$ cat src/sbwm_pkg.sv
`timescale 1ns / 1ps
// ----------------------------------------------------------------------------
// sbwm_pkg
// Shared types, constants and fixed-point helpers for the bone world-matrix unit.
// ----------------------------------------------------------------------------
package sbwm_pkg;

  localparam int MAX_BONES  = 25;
  localparam int BONE_KINDS = 25;
  localparam int NUM_ROWS   = 3;
  localparam int NUM_COLS   = 4;
  localparam int DW         = 32;
  localparam int SW         = 16;
  localparam int BW         = 5;
  localparam int ROW_BITS   = NUM_COLS * DW;
  localparam int RAM_DEPTH  = MAX_BONES * NUM_ROWS;
  localparam int RAM_AW     = $clog2(RAM_DEPTH);

  localparam logic [BW-1:0] ROOT_BONE    = BW'(2);
  localparam logic [BW-1:0] HEAD_DEFAULT = BW'(14);
  localparam logic [SW-1:0] ONE_Q12      = 16'd4096;
  localparam logic signed [DW-1:0] ONE_Q16 = 32'sh0001_0000;
  localparam logic [1:0] ROW_LAST = 2'd2;

  // configuration register indexes
  localparam logic [2:0] CFG_SCALE_X     = 3'd0;
  localparam logic [2:0] CFG_SCALE_Y     = 3'd1;
  localparam logic [2:0] CFG_SCALE_Z     = 3'd2;
  localparam logic [2:0] CFG_MODEL_SCALE = 3'd3;
  localparam logic [2:0] CFG_HEAD_BONE   = 3'd4;

  // bone-kind scale selectors
  localparam logic [1:0] KS_ONE = 2'd0;
  localparam logic [1:0] KS_XYZ = 2'd1;
  localparam logic [1:0] KS_YXZ = 2'd2;
  localparam logic [1:0] KS_XXX = 2'd3;

  localparam logic [1:0] KIND_SEL [BONE_KINDS] = '{
    KS_ONE, KS_ONE, KS_ONE, KS_XYZ, KS_YXZ, KS_YXZ, KS_XXX, KS_YXZ, KS_XXX,
    KS_YXZ, KS_YXZ, KS_XXX, KS_YXZ, KS_XXX, KS_XYZ, KS_XYZ, KS_XYZ, KS_XYZ,
    KS_XYZ, KS_XXX, KS_XXX, KS_XYZ, KS_XYZ, KS_XXX, KS_XXX
  };

  typedef struct packed {
    logic signed [5:0]    parent_bone;
    logic signed [DW-1:0] elem0;
    logic signed [DW-1:0] elem1;
    logic signed [DW-1:0] elem2;
    logic signed [DW-1:0] elem3;
    logic                 last_bone;
  } in_t;

  typedef struct packed {
    logic [BW-1:0]        bone_index;
    logic [1:0]           row_index;
    logic signed [DW-1:0] final0;
    logic signed [DW-1:0] final1;
    logic signed [DW-1:0] final2;
    logic signed [DW-1:0] final3;
    logic signed [DW-1:0] head0;
    logic signed [DW-1:0] head1;
    logic signed [DW-1:0] head2;
    logic signed [DW-1:0] head3;
    logic                 is_head;
    logic                 last_row;
  } out_t;

  typedef struct packed {
    logic mul_en;
    logic acc_clr;
    logic acc_en;
    logic fin_en;
    logic scl_en;
  } lane_ctrl_t;

  typedef struct packed {
    logic [BW-1:0] bone;
    logic [1:0]    row;
    logic          is_head;
    logic          last_row;
  } emit_meta_t;

  typedef logic [NUM_COLS-1:0][DW-1:0] word4_t;
  typedef logic [2:0][SW-1:0]          scale3_t;

  function automatic logic signed [DW-1:0] sat32(input logic signed [50:0] v);
    logic signed [50:0] hi;
    logic signed [50:0] lo;
    hi = 51'sd2147483647;
    lo = -51'sd2147483648;
    if (v > hi) return 32'sh7FFF_FFFF;
    if (v < lo) return 32'sh8000_0000;
    return v[DW-1:0];
  endfunction

  // Q16.16 times unsigned Q4.12, round half up, saturate
  function automatic logic signed [DW-1:0] mul_q12(input logic signed [DW-1:0] a,
                                                   input logic [SW-1:0] s);
    logic signed [48:0] p;
    logic signed [48:0] q;
    p = $signed({{17{a[DW-1]}}, a}) * $signed({33'd0, s});
    q = (p + 49'sd2048) >>> 12;
    return sat32({{2{q[48]}}, q});
  endfunction

  function automatic scale3_t kind_scale(input logic [BW-1:0] idx,
                                         input logic [SW-1:0] sx,
                                         input logic [SW-1:0] sy,
                                         input logic [SW-1:0] sz);
    logic [1:0] k;
    scale3_t    s;
    k = (32'(idx) < BONE_KINDS) ? KIND_SEL[idx] : KS_ONE;
    unique case (k)
      KS_XYZ: s = {sz, sy, sx};
      KS_YXZ: s = {sz, sx, sy};
      KS_XXX: s = {sx, sx, sx};
      default: s = {ONE_Q12, ONE_Q12, ONE_Q12};
    endcase
    return s;
  endfunction

endpackage

$ cat src/sbwm_merge.sv
`timescale 1ns / 1ps
// ----------------------------------------------------------------------------
// sbwm_merge
// Gathers the four lane results into one output word and holds it.
// ----------------------------------------------------------------------------
module sbwm_merge (
  input  logic                 clk_i,
  input  logic                 rst_ni,
  input  logic                 load_i,
  input  sbwm_pkg::emit_meta_t meta_i,
  input  sbwm_pkg::word4_t     world_i,
  input  sbwm_pkg::word4_t     scaled_i,
  input  logic                 stall_i,
  output logic                 ready_o,
  output logic                 valid_o,
  output sbwm_pkg::out_t       word_o
);
  import sbwm_pkg::*;

  logic valid_q;
  logic valid_d;
  out_t word_q;
  out_t word_d;

  assign ready_o = !valid_q || !stall_i;

  always_comb begin
    valid_d = valid_q;
    if (ready_o) begin
      valid_d = load_i;
    end
    word_d            = word_q;
    word_d.bone_index = meta_i.bone;
    word_d.row_index  = meta_i.row;
    word_d.final0     = scaled_i[0];
    word_d.final1     = scaled_i[1];
    word_d.final2     = scaled_i[2];
    word_d.final3     = world_i[3];
    word_d.head0      = world_i[0];
    word_d.head1      = world_i[1];
    word_d.head2      = world_i[2];
    word_d.head3      = scaled_i[3];
    word_d.is_head    = meta_i.is_head;
    word_d.last_row   = meta_i.last_row;
  end

  always_ff @(posedge clk_i or negedge rst_ni) begin
    if (!rst_ni) begin
      valid_q <= 1'b0;
    end else begin
      valid_q <= valid_d;
    end
  end

  always_ff @(posedge clk_i) begin
    if (load_i && ready_o) begin
      word_q <= word_d;
    end
  end

  assign valid_o = valid_q;
  assign word_o  = word_q;

endmodule

$ cat config.mk
export PLATFORM = sky130hd
export DESIGN_NAME = sbwm_merge
export DESIGN_NICKNAME = d
export VERILOG_FILES = /design/src/sbwm_pkg.sv /design/src/sbwm_merge.sv
export SDC_FILE = /design/constraint.sdc
export NUM_CORES = 1
export LEC_CHECK = 0
export ABC_CLOCK_PERIOD_IN_PS = 7900
export BUFFER_PORTS_ARGS = -buffer_cell sky130_fd_sc_hd__buf_4
export CAP_MARGIN = 20
export CELL_PAD_IN_SITES_DETAIL_PLACEMENT = 1
export CELL_PAD_IN_SITES_GLOBAL_PLACEMENT = 1
export CORE_AREA = 3 3 208 210
export CTS_BUF_LIST = sky130_fd_sc_hd__clkbuf_4 sky130_fd_sc_hd__clkbuf_8
export CTS_CLUSTER_SIZE = 20
export DETAILED_ROUTE_END_ITERATION = 16
export DIE_AREA = 0 0 211 213
export PLACE_DENSITY_LB_ADDON = 0.1
export SYNTH_ARGS = -nofsm -noshare
export SYNTH_HDL_FRONTEND = slang
export SYNTH_SLANG_ARGS = --single-unit
export TNS_END_PERCENT = 20
$ cat constraint.sdc
create_clock -name clk_i -period 7.9 [get_ports clk_i]
set_input_delay 2.37 -clock clk_i [delete_from_list [all_inputs] [get_ports clk_i]]
set_output_delay 2.37 -clock clk_i [all_outputs]
set_load 0.02 [all_outputs]
==> summary.md <==
| Metric | Value |
|---|---|
| CTS tree | `built` |
| H-tree Lvls | `2` |
| Slew Limit Headroom | `between 30% and 40%` |
| Post-route ant nets | `0` |
| Worst R2R Start | `valid_o$_DFFE_PN0P_` |
| Die Wd | `about 210 µm` |
| Gates resized, CTS repair | `0` |
| Iteration-0 DRC Markers | `between 100 and 150` |
| Cell family with most CP delay | `buffers and inverters` |
| CTS root buffer | `clkbuf_8` |
| Slowest-stage cell, CP | `buf_4` |
| Post-synthesis net count | `around 540` |
| Routed vias/inst | `between 3 and 4` |
| Vias in the first global route | `around 5500` |
| Crit path capture type | `primary output` |
| Slew Viols, Final | `0` |
| RSZ-0062 raised after global routing | `no` |
| Die height | `213 µm` |
| Seq cells post-synth | `around 270` |
| Rows | `75` |
| Core Box Area | `roughly 42000 µm²` |
| Placed inst area | `roughly 13000 µm²` |
| Startpoint Class | `input pin` |
| Status | `finished, final reports clean` |
| Setup CP Type | `in2out` |
| Cell Pwr Density | `approximately 250 nW/µm²` |
| Yosys top cell area share | `roughly 99%` |
| # placed instances | `~1300` |
| Clk Latency, worst-skew pair | `a little under 0.6 ns` |
| Grt total ovfl | `0` |
| Full die area | `~45000 µm²` |
| Reg-to-Reg End | `word_o[46]$_DFFE_PP_` |
| Clk sinks | `approximately 270` |
| Port Buffers | `roughly 540` |
| Worst Hold End | `valid_o$_DFFE_PN0P_` |
| First-pass GRT wire length | `between 30 and 40 mm` |
| Synth Instances | `approximately 270` |
| Post-Synth XOR/XNOR Area | `0%` |
| Synth cell types | `5` |
| Yosys warns | `0` |
| Hold WS | `~0.62 ns` |
| Non-Filler Instances | `roughly 1400` |
| Largest family of logic cells by synthesized area | `compound AO/OA/AOI/OAI gates` |
| Total track usage | `approximately an eighth` |
| Final Wtd Congestion | `approximately 0.72` |
| Layout Utilization | `around a third` |
| Max stage delay on crit path | `around 0.13 ns` |
| Fin crit period | `5.05 ns` |
| Hold depth | `1` |
| Remaining DRCs | `0` |
| Post-Route WL | `~28 mm` |
| Post-cts hold buffer count | `0` |
| Initial antenna violation count | `2` |
| Share of cells above drive strength 1 | `just under 70%` |
| HP Start | `valid_o$_DFFE_PN0P_` |
| Fmax achieved | `a little under 200 MHz` |
| Final period util | `64.0%` |
| Initial Util | `roughly a fifth` |
| Clock Path Buffers | `3` |
| Most area-consuming cells after synthesis | `edfxtp_1, dfrtp_1, a21boi_2` |
| Drt wl/cell | `19.8 µm` |
| Synth area leader | `edfxtp_1` |
| Sequential area share after synthesis | `99.7%` |
| Via count | `just over 5000` |
| Pin count of the biggest net entering global routing | `140` |
| Post-CTS Repair Setup Buffers | `0` |
| Mean Syn Cell Area | `29.8 µm²` |
| Post-Synth Adder-Cell Area | `0%` |
| Crit-path cells | `buf_4, nand2_1, buf_4` |
| Critical path arrival | `between 2 and 3 ns` |
| Area Growth Syn to Fin | `72.6%` |
| # diodes | `0` |
| Design Power | `about 3.5 mW` |
| Crit-path max FO | `3` |
| CTS Buf Count | `50` |
| Hold Fails Final Rpt | `0` |
| Worst-Margin Slew | `between 1 and 1.5 ns` |
| Commonest non-fill, non-tap cell in the layout | `buf_4` |
| Reg-to-reg setup timing slack | `5.39 ns` |
| Worst vdd ir | `0.138 mV` |
| Clk slew on worst S/H paths | `~0.05 ns` |
| Worst path bufs/invs | `2` |
| Post-synthesis mux area share | `0%` |
| IO Pins | `around 540` |
| Post-Place Worst Slack | `between 2 and 3 ns` |
| Max Clock Skew | `~0.011 ns` |
| Pleak | `between 5 and 6 nW` |
| Setup-failing EPs final | `0` |
| Area fraction in compound gates after synthesis | `less than 1%` |
| Worst path most repeated cell | `buf_4` |
| Most frequent cells in the layout | `buf_4, edfxtp_1, clkbuf_8` |
| Simple-gate portion of the synthesized area | `less than 1%` |
| Final nets | `between 1000 and 1500` |
| Router iterations before antenna repair | `4` |
| Mapped Area | `roughly 8000 µm²` |
| R2R depth | `3` |
| CP Data Required Time | `approximately 5.5 ns` |
| Sum Neg Setup Slack | `0 ns` |
| Design area | `13800 µm²` |
| Max cap viols | `0` |
| Hold Path Class | `reg2reg` |
| Setup ws final | `~2.8 ns` |
-- final cells by class --
cell class,instances,area (µm²)
clock buffers,79,943
clock inverters,13,130
fillers,4407,27900
multi-input cells,3,30.0
flip-flops and latches,266,7980
well taps,539,674
repair buffers,537,4060
-- layer usage --
| layer | vias up | wire length (µm) | track usage [%] |
|---|---|---|---|
| met3 | 53 | 3670 | 6.88 |
| met2 | 317 | 14900 | 20.7 |
| met4 | 4 | 874 | 5.31 |
| met5 | - | 24 | 0 |
| met1 | 2452 | 8980 | 11.3 |
| li1 | 2296 | - | - |
-- state kept, by name (all words and copies together), names as in the netlist --
signal and flops:
word_o 265, valid_o 1
-- report_power, final --
part / switching [mW] / total, mW / leakage, nW / internal (mW)
logic: 0.188 / 0.359 / 2.60 / 0.172
registers: 0.0210 / 1.67 / 2.53 / 1.65
clock network: 0.578 / 1.43 / 0.571 / 0.851
-- synth_stat cells --
library cell / number
nand2_1: 1
edfxtp_1: 265
dfrtp_1: 1
a21o_1: 1
a21boi_2: 1
-- worst max-delay path by stage --
stage               startpoint                   to  slack [ns]  cells past startpoint
finish                 stall_i              ready_o        2.85                      3
global route           stall_i              ready_o        2.83                      3
CTS                    stall_i              ready_o        2.84                      3
detailed placement     stall_i              ready_o        2.84                      3
global placement       stall_i              ready_o        2.83                      3
floorplan              stall_i  word_o[0]$_DFFE_PP_        0.48                      1
-- logic make-up after synthesis --
| logic type | Yosys count |
|---|---|
| flip-flops | 266 |
| AND/OR/NAND/NOR | 1 |
| AO/OA/AOI/OAI | 2 |
No activity file was read; power rests on OpenSTA's default activity.
