--- src/sbwm_ram.sv ---
`timescale 1ns / 1ps
// ----------------------------------------------------------------------------
// sbwm_ram
// Generic single-write, single-read RAM with registered read data.
// ----------------------------------------------------------------------------
module sbwm_ram #(
  parameter int Width = 32,
  parameter int Depth = 16
) (
  input  logic                     clk_i,
  input  logic                     we_i,
  input  logic [$clog2(Depth)-1:0] waddr_i,
  input  logic [Width-1:0]         wdata_i,
  input  logic [$clog2(Depth)-1:0] raddr_i,
  output logic [Width-1:0]         rdata_o
);

  logic [Width-1:0] mem_q [Depth];
  logic [Width-1:0] rdata_q;

  always_ff @(posedge clk_i) begin
    if (we_i) begin
      mem_q[waddr_i] <= wdata_i;
    end
    rdata_q <= mem_q[raddr_i];
  end

  assign rdata_o = rdata_q;

endmodule

--- config.mk ---
export PLATFORM = sky130hd
export DESIGN_NAME = sbwm_ram
export DESIGN_NICKNAME = d
export VERILOG_FILES = /design/src/sbwm_ram.sv
export SDC_FILE = /design/constraint.sdc
export NUM_CORES = 1
export LEC_CHECK = 0
export BUFFER_PORTS_ARGS = -buffer_cell sky130_fd_sc_hd__buf_2
export CAP_MARGIN = 20
export CELL_PAD_IN_SITES_DETAIL_PLACEMENT = 1
export CELL_PAD_IN_SITES_GLOBAL_PLACEMENT = 1
export CORE_MARGIN = 4
export CORE_UTILIZATION = 50
export CTS_CLUSTER_DIAMETER = 120
export CTS_CLUSTER_SIZE = 30
export DETAILED_ROUTE_END_ITERATION = 6
export PLACE_DENSITY = 0.71
export SLEW_MARGIN = 15
export SYNTH_ARGS = -nofsm -noshare
export SYNTH_HDL_FRONTEND = slang
export SYNTH_SLANG_ARGS = --single-unit
--- constraint.sdc ---
create_clock -name clk_i -period 4.4 [get_ports clk_i]
set_clock_uncertainty 0.05 [all_clocks]
set_input_delay 0.44 -clock clk_i [delete_from_list [all_inputs] [get_ports clk_i]]
set_output_delay 0.44 -clock clk_i [all_outputs]
set_load 0.05 [all_outputs]
==> flow_metrics.py, run 1 <==
metrics = {
    "status": {
        "status": "finished clean",
    },
    "placed_design": {
        "place_congestion": 0.696,
        "place_hpwl_um": 23200,
        "place_area_um2": 21000,
        "io_buffers": 73,
    },
    "power": {
        "swShare_pct": 21.6,
        "p_clk_share_pct": 27.9,
        "combPwrFrac_pct": 6.9,
        "power_per_cell_area_nw_per_um2": 411,
        "max-vdd-ir-drop_mv": 0.250,
        "p_leak_uw": 0.00679,
        "power_frac_seq_pct": 65.2,
        "intPower_uw": 7000,
        "p_switching_uw": 1920,
    },
    "die": {
        "die_h_um": 207,
        "num_rows": 72,
        "ios": 74,
        "start_util_pct": 51.0,
        "die_x_um": 207,
        "core_area_um2": 38900,
        "die-area_um2": 43000,
    },
    "clock_tree": {
        "cts-root-buf": "clkbuf_16",
        "cts_max_level": 1,
        "cts_max_path_buffers": 3,
        "cts_buffers": 22,
        "ctsResizeCount": 0,
        "clock_sinks": 544,
        "cts_setup_buffers": 0,
        "cts.clk_slew.worst_paths_ps": 110,
        "ctsHoldBuffers": 0,
        "clk_latency_ps": 560,
        "cts_tree": "built",
    },
    "setup_path": {
        "reg2reg_setup_slack_ps": 2900,
        "cp.required_ps": 4600,
        "crit_fanout": 23,
        "slowest_stage": "nor2_4",
        "worstPathCellList": "buf_2 -> nand2b_1 -> nor2_4 -> buf_4",
        "cp-start-kind": "input pin",
        "arrival_ps": 2270,
        "critPathKind": "in -> reg",
        "rr_startpoint": "mem_q[3][4]$_DFFE_PP_",
        "crit_start": "waddr_i[1]",
        "max_stage_delay_ps": 890,
        "end_kind": "register",
    },
    "run": {
        "cap_violations": 0,
    },
    "synthesis": {
        "avgSynthCellArea_um2": 23.7,
        "synthCells": 838,
        "ys_seq_elements": 544,
        "synth_top_cell_by_area": "edfxtp_1",
        "synthTopCellsByArea": "edfxtp_1, mux4_2, dfxtp_1",
        "yosysSeqAreaShare_pct": 80.7,
        "synth.most_common_cell": "edfxtp_1",
        "synth_area_um2": 19900,
        "synth.cells.most_frequent": "edfxtp_1, mux4_2, a22oi_1",
        "async_reset_ff_share_pct": 0,
        "synth_cell_types": 18,
        "synth_top_area_share_pct": 77.4,
        "synth_edf_count": 512,
        "synth_flop_cell": "edfxtp_1",
        "ys_warn_count": 0,
        "syn_nets": 880,
    },
    "routing": {
        "antenna_left": 0,
        "wire_per_inst_um": 28.8,
        "vias_per_cell": 6.12,
        "dr_total_vias": 8888,
        "drcViolationCount": 0,
        "drt-initial-drc-count": 1012,
        "dr.pass1.iters": 5,
        "wl_um": 41900,
    },
    "hold_path": {
        "min_path_type": "in -> reg",
        "hold_start": "wdata_i[22]",
    },
    "timing": {
        "max_freq_ghz": 0.484,
        "fin_tns_setup_ps": 0,
        "timing.hold.ws_ps": 194,
        "finalMaxSlewViolations": 0,
        "relSlewSlack_pct": 28.9,
        "period_needed_ps": 2070,
        "setup_viol": 0,
        "rsz0062_at_grt": "no",
        "worst_pin_slew_ps": 1070,
        "fin_crit_sh_pct": 47.0,
        "timing_hold_violations_final": 0,
    },
    "layout": {
        "drive_gt1_share_pct": 29.0,
        "multi_input_area_um2": 3750,
        "area_delta_synth_final_pct": 9.36,
        "regArea_um2": 16000,
        "fill_cells": 3285,
        "fin_nets": 959,
        "stdcell_area_um2": 21700,
    },
    "global_route": {
        "grt_max_degree": 74,
        "antenna_found_initial": 3,
        "grt_pass1_wl_um": 63600,
        "first_global_vias": 9646,
        "grt_remaining_overflow": 0,
        "grtUsageTotal_pct": 19.5,
    },
}
stage by stage:
stage	util, %	setup WS (ps)	power (uW)	cells
finish	55.8	2330	8930	1453
floorplan	-	730	6330	838
global route	55.8	2240	9250	1451
detailed placement	54.1	1700	6570	1411
CTS	55.8	2300	9000	1451
global placement	53.9	1790	6540	1409
cell type report:
cell class | instances | share of cell area [%]
diodes | 2 | 0.0230
clock inverters | 1 | 0.138
well taps | 518 | 2.98
multi-input cells | 251 | 17.3
clock buffers | 39 | 2.93
flip-flops and latches | 544 | 73.8
repair buffers | 98 | 2.90
registers in the layout (all words and copies together) (netlist names):
name and flops:
rdata_o 32, mem_q 512
cell families (layout without fill, tap and decap cells):
| kind of cell | after synthesis | in the layout | synth area share (%) |
|---|---|---|---|
| flops | 544 | 544 | 80.7 |
| mux | 128 | 128 | 14.5 |
| simple gates | 59 | 59 | 1.27 |
| other cells | 0 | 2 | 0 |
| buf+inv | 43 | 138 | 1.12 |
| compound gates | 64 | 64 | 2.42 |
path summary, 6_finish.rpt:
kind / to / cells after the start
min: mem_q[15][22]$_DFFE_PP_ / 1
max reg2reg: rdata_o[4]$_DFF_P_ / 3
max: mem_q[13][8]$_DFFE_PP_ / 4
min reg2reg: rdata_o[7]$_DFF_P_ / 3
critical path: cells and delay by family:
family	cells	cell delay, ps
and+or+nand+nor	2	1260
buffers and inverters	2	550
cells in the final DEF (no fill, tap or decap), types with 2 or more instances in the layout:
master,netlist,routed
edfxtp_1,512,512
mux4_2,128,128
buf_2,4,71
a22oi_1,64,64
nand2_1,33,33
dfxtp_1,32,32
clkbuf_16,0,23
buf_4,11,22
clkbuf_1,17,16
nor2_4,0,13
nor3_2,0,4
diode_2,0,2
nor2b_4,0,2
nand3b_1,2,2
nand2b_1,2,2
buf_16,0,2
buf_12,0,2
power groups by stage:
stage / sequential [uW] / clock [uW] / combinational, uW
2_1_floorplan: 6050 / 0 / 278
3_5_place_dp: 5940 / 0 / 630
5_1_grt: 5830 / 2760 / 665
4_1_cts: 5820 / 2540 / 632
6_report: 5820 / 2490 / 619
3_3_place_gp: 5930 / 0 / 612
layer usage:
layer / GRT usage [%] / up-vias / wire length, um
met5: 0 / - / 25
met4: 2.90 / 4 / 494
met3: 2.72 / 37 / 2690
met2: 31.6 / 288 / 20600
met1: 29.7 / 4861 / 18100
li1: - / 3698 / -
Power figures use the tool's default switching activity.
==> inputs of run 2 (changes only) <==
- ABC_AREA: not set -> 1
- PLACE_DENSITY: 0.71 -> 0.78
- clock period: 4.4 -> 1.97 ns (I/O delays scaled with it)
==> run 2 against run 1 <==
  * Wire length rose by 37%
  * Setup slack got worse by 1900 ps
  * Core utilization rose by 0.26 points
  * Sequential share of layout area fell by 9.7 points
  * Combinational power grew to 3.1 times the previous value
  * Largest power group unchanged
  * Clock power up 130%
  * Final area increased by 15%
  * Area after synthesis increased by 14%
  * Synthesized cell count increased to 2.5 times the previous value
  * Hold slack worse by 67 ps
  * Cell count rose by 92%
  * Global-route usage grew 3.8 points
==> flow_metrics.py, run 2 <==
metrics = {
    "layout": {
        "largest_reg_flops": 512,
        "drive_gt1_share_pct": 7.40,
        "final_cell_mix": "nand2_1, edfxtp_1, inv_1",
        "post-route-util_pct": 56.1,
        "instances_no_fill": 2795,
        "area_delta_synth_final_pct": 10.0,
        "fin_nets": 2232,
        "final_common_cell": "nand2_1",
        "diodes": 0,
        "top_register": "mem_q",
    },
    "power": {
        "power_per_cell_area_nw_per_um2": 823,
        "p_clk_share_pct": 27.6,
        "combPwrFrac_pct": 9.2,
        "power_frac_seq_pct": 63.2,
        "finalPower_uw": 20600,
        "p_switching_uw": 4900,
        "p_leak_uw": 0.0106,
        "max-vdd-ir-drop_mv": 0.704,
        "swShare_pct": 23.8,
        "intPower_uw": 15700,
    },
    "routing": {
        "vias_per_cell": 5.35,
        "wl_um": 57300,
        "wire_per_inst_um": 20.5,
        "antenna_left": 0,
        "drt-initial-drc-count": 1116,
        "drcViolationCount": 0,
        "dr.pass1.iters": 5,
        "dr_total_vias": 15000,
    },
    "synthesis": {
        "synth_area_um2": 22700,
        "synth_cell_types": 15,
        "synth.cells.most_frequent": "nand2_1, edfxtp_1, inv_1",
        "synth_flop_cell": "edfxtp_1",
        "ys_seq_elements": 544,
        "yosysSeqAreaShare_pct": 70.5,
        "synth.most_common_cell": "nand2_1",
        "syn_nets": 2162,
        "async_reset_ff_share_pct": 0,
        "synth_top_area_share_pct": 67.6,
        "avgSynthCellArea_um2": 10.7,
        "synthCells": 2120,
        "synth_edf_count": 512,
        "ys_warn_count": 0,
        "synthTopCellsByArea": "edfxtp_1, nand2_1, nand3_1",
        "synth_top_cell_by_area": "edfxtp_1",
    },
    "timing": {
        "finalMaxSlewViolations": 0,
        "setup_viol": 0,
        "rsz0062_at_grt": "no",
        "max_freq_ghz": 0.656,
        "worst_pin_slew_ps": 584,
        "period_needed_ps": 1520,
        "timing_hold_violations_final": 0,
        "relSlewSlack_pct": 61.1,
        "fin_crit_sh_pct": 77.4,
    },
    "status": {
        "status": "finished clean",
    },
    "die": {
        "core_area_um2": 44600,
        "start_util_pct": 51.0,
        "die-area_um2": 48900,
        "num_rows": 77,
        "ios": 74,
        "die_x_um": 221,
        "die_h_um": 221,
    },
    "setup_path": {
        "arrival_ps": 1280,
        "slowest_stage": "dfxtp_1",
        "end_kind": "output pin",
        "max_stage_delay_ps": 410,
        "crit_buf_inv": 1,
        "critPathKind": "reg -> out",
        "worstPathCellList": "buf_2",
        "crit_fanout": 1,
        "cp.required_ps": 1720,
        "cp-start-kind": "register",
        "crit_family": "flip-flops",
        "crit_start": "rdata_o[11]$_DFF_P_",
        "rr_startpoint": "mem_q[8][19]$_DFFE_PP_",
    },
    "global_route": {
        "grt_pass1_wl_um": 91000,
        "grt_max_degree": 76,
        "antenna_found_initial": 0,
        "grtUsageTotal_pct": 23.3,
        "grt_remaining_overflow": 0,
        "first_global_vias": 16400,
    },
    "clock_tree": {
        "clk_latency_ps": 580,
        "cts_buffers": 22,
        "cts-root-buf": "clkbuf_16",
        "cts.clk_slew.worst_paths_ps": 110,
        "cts_tree": "built",
        "clock_sinks": 544,
        "cts_max_path_buffers": 3,
        "cts_setup_buffers": 0,
        "cts_max_level": 1,
    },
    "run": {
        "cap_violations": 0,
    },
    "hold_path": {
        "hold_start": "raddr_i[3]",
        "min_path_type": "in -> reg",
    },
    "placed_design": {
        "place_congestion": 0.757,
        "io_buffers": 73,
        "dp_cells": 2726,
        "place_hpwl_um": 34100,
    },
}
## run 2: routing by layer
layer	part of all wire [%]	GRT usage (%)	vias up
met1	42	30.2	7597
met2	52	42.8	354
met4	1.8	4.97	0
met5	0	0	-
met3	4.4	2.33	72
li1	-	-	6934
## run 2: path summary, 6_finish.rpt
kind / to / slack (ps) / cells after the start
worst max-delay path: rdata_o[11] / 450 / 1
worst min-delay path: rdata_o[30]$_DFF_P_ / 130 / 4
worst max register to register: rdata_o[19]$_DFF_P_ / 820 / 6
worst min register to register: rdata_o[24]$_DFF_P_ / 630 / 6
## run 2: per-stage QoR
stage	setup slack (ps)	setup TNS (ps)	hold WS (ps)	cell area (um^2)
after global routing	413	0	126	25000
after CTS	436	0	92.2	25000
after floorplan	-270	-86190	246	22700
final	445	0	127	25000
after global placement	408	0	531	24000
after detailed placement	318	0	540	24000
## run 2: logic make-up (layout without fill, tap and decap cells)
group | Yosys count | after routing | share of synthesized area [%]
simple gates | 1081 | 1081 | 20.0
flops | 544 | 544 | 70.5
buf+inv | 495 | 578 | 9.54
## run 2: cell type report
cell class                 count  area, um^2
timing repair buffer         151        1460
tap                          592         741
inverter                     390        1470
clock buffer                  36         624
multi-input combinational   1081        4670
clock inverter                 1        30.0
fill                        4792       19600
sequential                   544       16000
## run 2: power by group through the flow
stage / clock (uW) / sequential, uW / combinational (uW)
after global routing: 6260 / 13000 / 2070
after floorplan: 0 / 13500 / 885
after detailed placement: 0 / 13300 / 1850
after CTS: 5810 / 13000 / 1910
final: 5680 / 13000 / 1890
after global placement: 0 / 13200 / 1770
## run 2: timing repair
action / 4_1_cts / 5_1_grt
hold endpoints to repair: 510 / 0
hold buffers: 32 / 0
resized for setup: 0 / 0
