[config.mk]
export PLATFORM = sky130hd
export DESIGN_NAME = sbwm_lane
export DESIGN_NICKNAME = d
export VERILOG_FILES = /design/src/sbwm_pkg.sv /design/src/sbwm_lane.sv
export SDC_FILE = /design/constraint.sdc
export NUM_CORES = 2
export LEC_CHECK = 0
export BUFFER_PORTS_ARGS = -buffer_cell sky130_fd_sc_hd__buf_2
export CAP_MARGIN = 20
export CORE_UTILIZATION = 45
export DETAILED_ROUTE_END_ITERATION = 7
export PLACE_DENSITY = 0.67
export SYNTH_ARGS = -nofsm -noshare
export SYNTH_HDL_FRONTEND = slang
export SYNTH_SLANG_ARGS = --single-unit
[constraint.sdc]
create_clock -name clk_i -period 13.2 [get_ports clk_i]
set_clock_uncertainty 0.1 [all_clocks]
set_input_delay 1.32 -clock clk_i [delete_from_list [all_inputs] [get_ports clk_i]]
set_output_delay 1.32 -clock clk_i [all_outputs]
set_load 0.03 [all_outputs]
[src/sbwm_pkg.sv]
`timescale 1ns / 1ps
// ----------------------------------------------------------------------------
// sbwm_pkg
// Shared types, constants and fixed-point helpers for the bone world-matrix unit.
// ----------------------------------------------------------------------------
package sbwm_pkg;

  localparam int MAX_BONES  = 25;
  localparam int BONE_KINDS = 25;
  localparam int NUM_ROWS   = 3;
  localparam int NUM_COLS   = 4;
  localparam int DW         = 32;
  localparam int SW         = 16;
  localparam int BW         = 5;
  localparam int ROW_BITS   = NUM_COLS * DW;
  localparam int RAM_DEPTH  = MAX_BONES * NUM_ROWS;
  localparam int RAM_AW     = $clog2(RAM_DEPTH);

  localparam logic [BW-1:0] ROOT_BONE    = BW'(2);
  localparam logic [BW-1:0] HEAD_DEFAULT = BW'(14);
  localparam logic [SW-1:0] ONE_Q12      = 16'd4096;
  localparam logic signed [DW-1:0] ONE_Q16 = 32'sh0001_0000;
  localparam logic [1:0] ROW_LAST = 2'd2;

  // configuration register indexes
  localparam logic [2:0] CFG_SCALE_X     = 3'd0;
  localparam logic [2:0] CFG_SCALE_Y     = 3'd1;
  localparam logic [2:0] CFG_SCALE_Z     = 3'd2;
  localparam logic [2:0] CFG_MODEL_SCALE = 3'd3;
  localparam logic [2:0] CFG_HEAD_BONE   = 3'd4;

  // bone-kind scale selectors
  localparam logic [1:0] KS_ONE = 2'd0;
  localparam logic [1:0] KS_XYZ = 2'd1;
  localparam logic [1:0] KS_YXZ = 2'd2;
  localparam logic [1:0] KS_XXX = 2'd3;

  localparam logic [1:0] KIND_SEL [BONE_KINDS] = '{
    KS_ONE, KS_ONE, KS_ONE, KS_XYZ, KS_YXZ, KS_YXZ, KS_XXX, KS_YXZ, KS_XXX,
    KS_YXZ, KS_YXZ, KS_XXX, KS_YXZ, KS_XXX, KS_XYZ, KS_XYZ, KS_XYZ, KS_XYZ,
    KS_XYZ, KS_XXX, KS_XXX, KS_XYZ, KS_XYZ, KS_XXX, KS_XXX
  };

  typedef struct packed {
    logic signed [5:0]    parent_bone;
    logic signed [DW-1:0] elem0;
    logic signed [DW-1:0] elem1;
    logic signed [DW-1:0] elem2;
    logic signed [DW-1:0] elem3;
    logic                 last_bone;
  } in_t;

  typedef struct packed {
    logic [BW-1:0]        bone_index;
    logic [1:0]           row_index;
    logic signed [DW-1:0] final0;
    logic signed [DW-1:0] final1;
    logic signed [DW-1:0] final2;
    logic signed [DW-1:0] final3;
    logic signed [DW-1:0] head0;
    logic signed [DW-1:0] head1;
    logic signed [DW-1:0] head2;
    logic signed [DW-1:0] head3;
    logic                 is_head;
    logic                 last_row;
  } out_t;

  typedef struct packed {
    logic mul_en;
    logic acc_clr;
    logic acc_en;
    logic fin_en;
    logic scl_en;
  } lane_ctrl_t;

  typedef struct packed {
    logic [BW-1:0] bone;
    logic [1:0]    row;
    logic          is_head;
    logic          last_row;
  } emit_meta_t;

  typedef logic [NUM_COLS-1:0][DW-1:0] word4_t;
  typedef logic [2:0][SW-1:0]          scale3_t;

  function automatic logic signed [DW-1:0] sat32(input logic signed [50:0] v);
    logic signed [50:0] hi;
    logic signed [50:0] lo;
    hi = 51'sd2147483647;
    lo = -51'sd2147483648;
    if (v > hi) return 32'sh7FFF_FFFF;
    if (v < lo) return 32'sh8000_0000;
    return v[DW-1:0];
  endfunction

  // Q16.16 times unsigned Q4.12, round half up, saturate
  function automatic logic signed [DW-1:0] mul_q12(input logic signed [DW-1:0] a,
                                                   input logic [SW-1:0] s);
    logic signed [48:0] p;
    logic signed [48:0] q;
    p = $signed({{17{a[DW-1]}}, a}) * $signed({33'd0, s});
    q = (p + 49'sd2048) >>> 12;
    return sat32({{2{q[48]}}, q});
  endfunction

  function automatic scale3_t kind_scale(input logic [BW-1:0] idx,
                                         input logic [SW-1:0] sx,
                                         input logic [SW-1:0] sy,
                                         input logic [SW-1:0] sz);
    logic [1:0] k;
    scale3_t    s;
    k = (32'(idx) < BONE_KINDS) ? KIND_SEL[idx] : KS_ONE;
    unique case (k)
      KS_XYZ: s = {sz, sy, sx};
      KS_YXZ: s = {sz, sx, sy};
      KS_XXX: s = {sx, sx, sx};
      default: s = {ONE_Q12, ONE_Q12, ONE_Q12};
    endcase
    return s;
  endfunction

endpackage

[src/sbwm_lane.sv]
`timescale 1ns / 1ps
// ----------------------------------------------------------------------------
// sbwm_lane
// One matrix column: three-term MAC, rounding, translation add, output scale.
// ----------------------------------------------------------------------------
module sbwm_lane (
  input  logic                          clk_i,
  input  sbwm_pkg::lane_ctrl_t          ctrl_i,
  input  logic signed [sbwm_pkg::DW-1:0] a_i,
  input  logic signed [sbwm_pkg::DW-1:0] b_i,
  input  logic signed [sbwm_pkg::DW-1:0] tadd_i,
  input  logic [sbwm_pkg::SW-1:0]        scale_i,
  output logic signed [sbwm_pkg::DW-1:0] world_o,
  output logic signed [sbwm_pkg::DW-1:0] scaled_o
);
  import sbwm_pkg::*;

  logic signed [63:0]   prod_q;
  logic signed [63:0]   prod_d;
  logic signed [65:0]   acc_q;
  logic signed [65:0]   prod_ext;
  logic signed [65:0]   rnd_full;
  logic signed [49:0]   rnd;
  logic signed [50:0]   sum;
  logic signed [DW-1:0] world_q;
  logic signed [DW-1:0] scaled_q;

  assign prod_d   = a_i * b_i;
  assign prod_ext = {{2{prod_q[63]}}, prod_q};
  // exact sum of products, then one rounding to Q16.16
  assign rnd_full = (acc_q + 66'sd32768) >>> 16;
  assign rnd      = rnd_full[49:0];
  assign sum      = {rnd[49], rnd} + {{19{tadd_i[DW-1]}}, tadd_i};

  always_ff @(posedge clk_i) begin
    if (ctrl_i.mul_en) begin
      prod_q <= prod_d;
    end
    if (ctrl_i.acc_clr) begin
      acc_q <= prod_ext;
    end else if (ctrl_i.acc_en) begin
      acc_q <= acc_q + prod_ext;
    end
    if (ctrl_i.fin_en) begin
      world_q <= sat32(sum);
    end
    if (ctrl_i.scl_en) begin
      scaled_q <= mul_q12(world_q, scale_i);
    end
  end

  assign world_o  = world_q;
  assign scaled_o = scaled_q;

endmodule

==> impl_summary.md <==
Timing
The post-route minimum period is 9.84 ns. The worst relative slew slack is 28.3%. Setup violations remaining at the end of the flow were counted as 0.

After layout, the worst path uses 74.6% of the clock period. Timing would allow up to 102 MHz. The final hold violation count is 0.

In the final timing run, aggregate negative setup slack is 0 ns. For the pin with the worst max-slew slack, the measured transition is 1.08 ns. The number of max-slew violations in the final report is 0. Setup repair after global routing left no endpoint under its margin.

Yosys
The share of async-settable or async-resettable flops after synthesis is 0%. The netlist area before placement is 68800 µm². The fraction of post-synthesis cell area in the top cell type by area is between 40% and 50%. In this run, synthesis inferred 194 flip-flops with an integrated enable. The number of register bits inferred by synthesis is 194. The number of library cell types mapped by synthesis is 77. sky130_fd_sc_hd__inv_1 is the most common cell in the netlist. In the synthesized netlist the dominant register cell turns out to be sky130_fd_sc_hd__edfxtp_1. Of all cell types, the one taking the most synthesized area is sky130_fd_sc_hd__fa_1. Synthesis handed over a netlist of 7535 instances.

After synthesis, the most frequently instantiated cells are 1744 x sky130_fd_sc_hd__inv_1, 1572 x sky130_fd_sc_hd__fa_1, 1012 x sky130_fd_sc_hd__nand2_1. The fraction of the yosys area taken by sequential cells is 8.46%. After synthesis, the mean cell area works out to 9.14 µm². Ranked by total cell area, the synthesized netlist is headed by sky130_fd_sc_hd__fa_1 46%, sky130_fd_sc_hd__inv_1 9.5%, sky130_fd_sc_hd__edfxtp_1 8.5%. The number of warning messages in the yosys log is 0. The post-synth net total is 9667.

GRT
The first global-routing pass estimated 292 mm of wire. The number of antenna violations at the first check in global routing is 5. Global routing used 24.3% of the available tracks. Entering global routing, the biggest net connects 80 pins. Global routing finished with a remaining overflow of 0. The via count of the first global-routing pass came to roughly 54000.

Floorplan
The effective utilization at floorplan is between 40% and 50%. The die covers 155000 µm². The die is 393 µm wide. The row count is 143. Pin placement for this block handled 182 I/O pins. The die extent in y is between 300 and 400 µm. The total area inside the core boundary comes to between 150000 and 200000 µm².

Placed design
At the end of routability-driven placement, the weighted congestion stood at 0.913. The number of buffers added on ports is 181. The half-perimeter wire length of the detailed placement result is 143 mm.

Critical path
STA classifies the critical path startpoint as a primary input. The data required time at the worst endpoint is 13.35 ns. The maximum fanout count along the critical path is 32. The nature of the critical path endpoint is a flop. In this run the worst setup path begins at b_i[5]. The critical path is of the in2reg type. At the worst endpoint, the arrival time is 9.99 ns. The startpoint identified for the worst register-to-register timing path is world_o[10].

Route
The overall routed net length is around 180 mm. The wire length per cell after detailed routing is 19.1 µm. The DRC violation count after routing is 0.

The first routing iteration left between 3000 and 4000 violations. Using the TritonRoute via totals, the vias-per-cell ratio works out to 5.31. The first detailed-routing pass ran for 5 iterations.

The count of vias placed by the detailed router is 50200. Once detail routing completed, the nets flagged for antenna violations numbered 0.

CTS
The clock tree buffer depth is 2. The count of hold buffers inserted by post-cts repair is 0. For the worst-skew pair, the clock arrives at the later sink with an insertion delay of 0.52 ns. Buffers added to address setup during post-CTS repair amount to 0. Clock tree synthesis selected as its root buffer the cell sky130_fd_sc_hd__clkbuf_16. The H-tree generated during clock tree synthesis spans 4 levels. The post-cts resize count is 0. The total CTS buffers is 17. The register clock-pin slew on the reported worst setup and hold paths is roughly 0.09 ns. The tree built by TritonCTS fans out to 194 sinks. The TritonCTS clock tree is done.

Run
Across the run, the number of max-cap violations was 0.

Cells and area
Summing all multi-input logic gate instances after layout gives roughly 55000 µm². The total area of sequential cells is a little under 6000 µm². After the last flow step, the layout net total stands at 9545. The number of filler cells placed in the layout is 14300.

The area growth from synthesis to final layout is 4.36%. The post-route netlist has 3.58% of its cells at a drive strength greater than 1.

Worst hold path
The classification of the worst-slack hold path is reg2reg. The startpoint identified for the worst hold timing path is prod_q[4].

Outcome
The run finished with clean final reports.
## path summary, 6_finish.rpt
path | endpoint | slack, ns | cells past startpoint
setup / recovery | prod_q[57] | 3.36 | 27
hold / removal | acc_q[4] | 0.47 | 1
setup reg to reg | scaled_o[9] | 4.78 | 26
hold reg to reg | acc_q[4] | 0.47 | 1
## flip-flops by register name, indices dropped and copies added (netlist names)
register and cells:
acc_q 66, prod_q 64, scaled_o 32, world_o 32
## per-layer routing
metal	wire, µm	global-route usage [%]	vias up	part of all wire [%]
li1	-	-	22300	-
met1	74600	31.8	25600	41
met2	85100	40.6	1948	47
met3	14200	4.11	350	7.9
met4	6510	8.34	2	3.6
met5	13	0	-	0.0072
## metrics by stage
stage	utilization, %	instance area [µm²]	hold slack [ns]	setup WS (ns)	instances
finish	47.3	71800	0.470	3.36	9459
global route	47.3	71800	0.493	3.02	9459
CTS	47.3	71800	0.470	3.42	9455
detailed placement	46.9	71200	0.452	2.84	9423
global placement	46.9	71200	0.452	3.01	9423
floorplan	-	68800	0.431	4.23	7535
## cell type report
type,count,share of cell area [%]
clock inverter,15,0.280
clock buffer,17,0.592
multi-input combinational,5244,76.7
antenna,3,0.0105
timing repair buffer,212,1.62
tap,2030,3.54
inverter,1744,9.11
sequential,194,8.11
## cell usage in the layout (no fill, tap or decap), drive strengths merged, types with 14 or more instances in the layout
cell | Yosys | final
o21bai | 30 | 30
fa | 1572 | 1572
a21oi | 220 | 220
clkbuf | 343 | 17
nand4 | 50 | 50
ha | 442 | 442
and4 | 14 | 14
nand2 | 1012 | 1012
xor2 | 102 | 102
o21a | 25 | 25
inv | 1744 | 1753
buf | 10 | 212
nand3 | 68 | 68
nor3 | 22 | 22
nand2b | 33 | 33
o21ai | 207 | 207
nor2b | 28 | 28
xnor2 | 171 | 171
and3 | 32 | 32
edfxtp | 194 | 194
o31ai | 16 | 16
a21o | 157 | 157
a31oi | 16 | 16
nor2 | 141 | 141
and2 | 710 | 710
a211oi | 20 | 20
## critical path, stage by stage
cell,delay (ns)
sky130_fd_sc_hd__buf_2,0.57
sky130_fd_sc_hd__nand2_1,0.19
sky130_fd_sc_hd__fa_1,0.58
sky130_fd_sc_hd__inv_1,0.06
sky130_fd_sc_hd__fa_1,0.48
sky130_fd_sc_hd__fa_1,0.52
sky130_fd_sc_hd__inv_1,0.05
sky130_fd_sc_hd__fa_1,0.48
sky130_fd_sc_hd__inv_1,0.05
sky130_fd_sc_hd__fa_1,0.50
sky130_fd_sc_hd__fa_1,0.58
sky130_fd_sc_hd__fa_1,0.44
sky130_fd_sc_hd__fa_1,0.45
sky130_fd_sc_hd__ha_1,0.36
sky130_fd_sc_hd__a21oi_1,0.17
sky130_fd_sc_hd__nor2b_1,0.05
sky130_fd_sc_hd__o21ai_0,0.15
sky130_fd_sc_hd__nand2b_1,0.10
sky130_fd_sc_hd__a2111o_1,0.34
sky130_fd_sc_hd__a21oi_1,0.43
sky130_fd_sc_hd__o21ai_0,0.32
sky130_fd_sc_hd__a221oi_1,0.60
sky130_fd_sc_hd__o21ai_0,0.28
sky130_fd_sc_hd__a21oi_1,0.38
sky130_fd_sc_hd__nor2_1,0.13
sky130_fd_sc_hd__a311oi_1,0.29
sky130_fd_sc_hd__a211oi_1,0.08
## kinds of logic after synthesis
group | after synthesis | share of synthesized area, %
xor gates and xnor gates | 273 | 3.47
adders and majority gates | 2014 | 53.8
AOI/OAI and AO/OA | 807 | 7.51
buffers and inverters | 2097 | 11.5
DFF | 194 | 8.46
and+or+nand+nor | 2143 | 15.2
muxes | 7 | 0.111
Power is not shown: default switching activity piles up to over one toggle a cycle in this logic, so the estimate is an artifact.
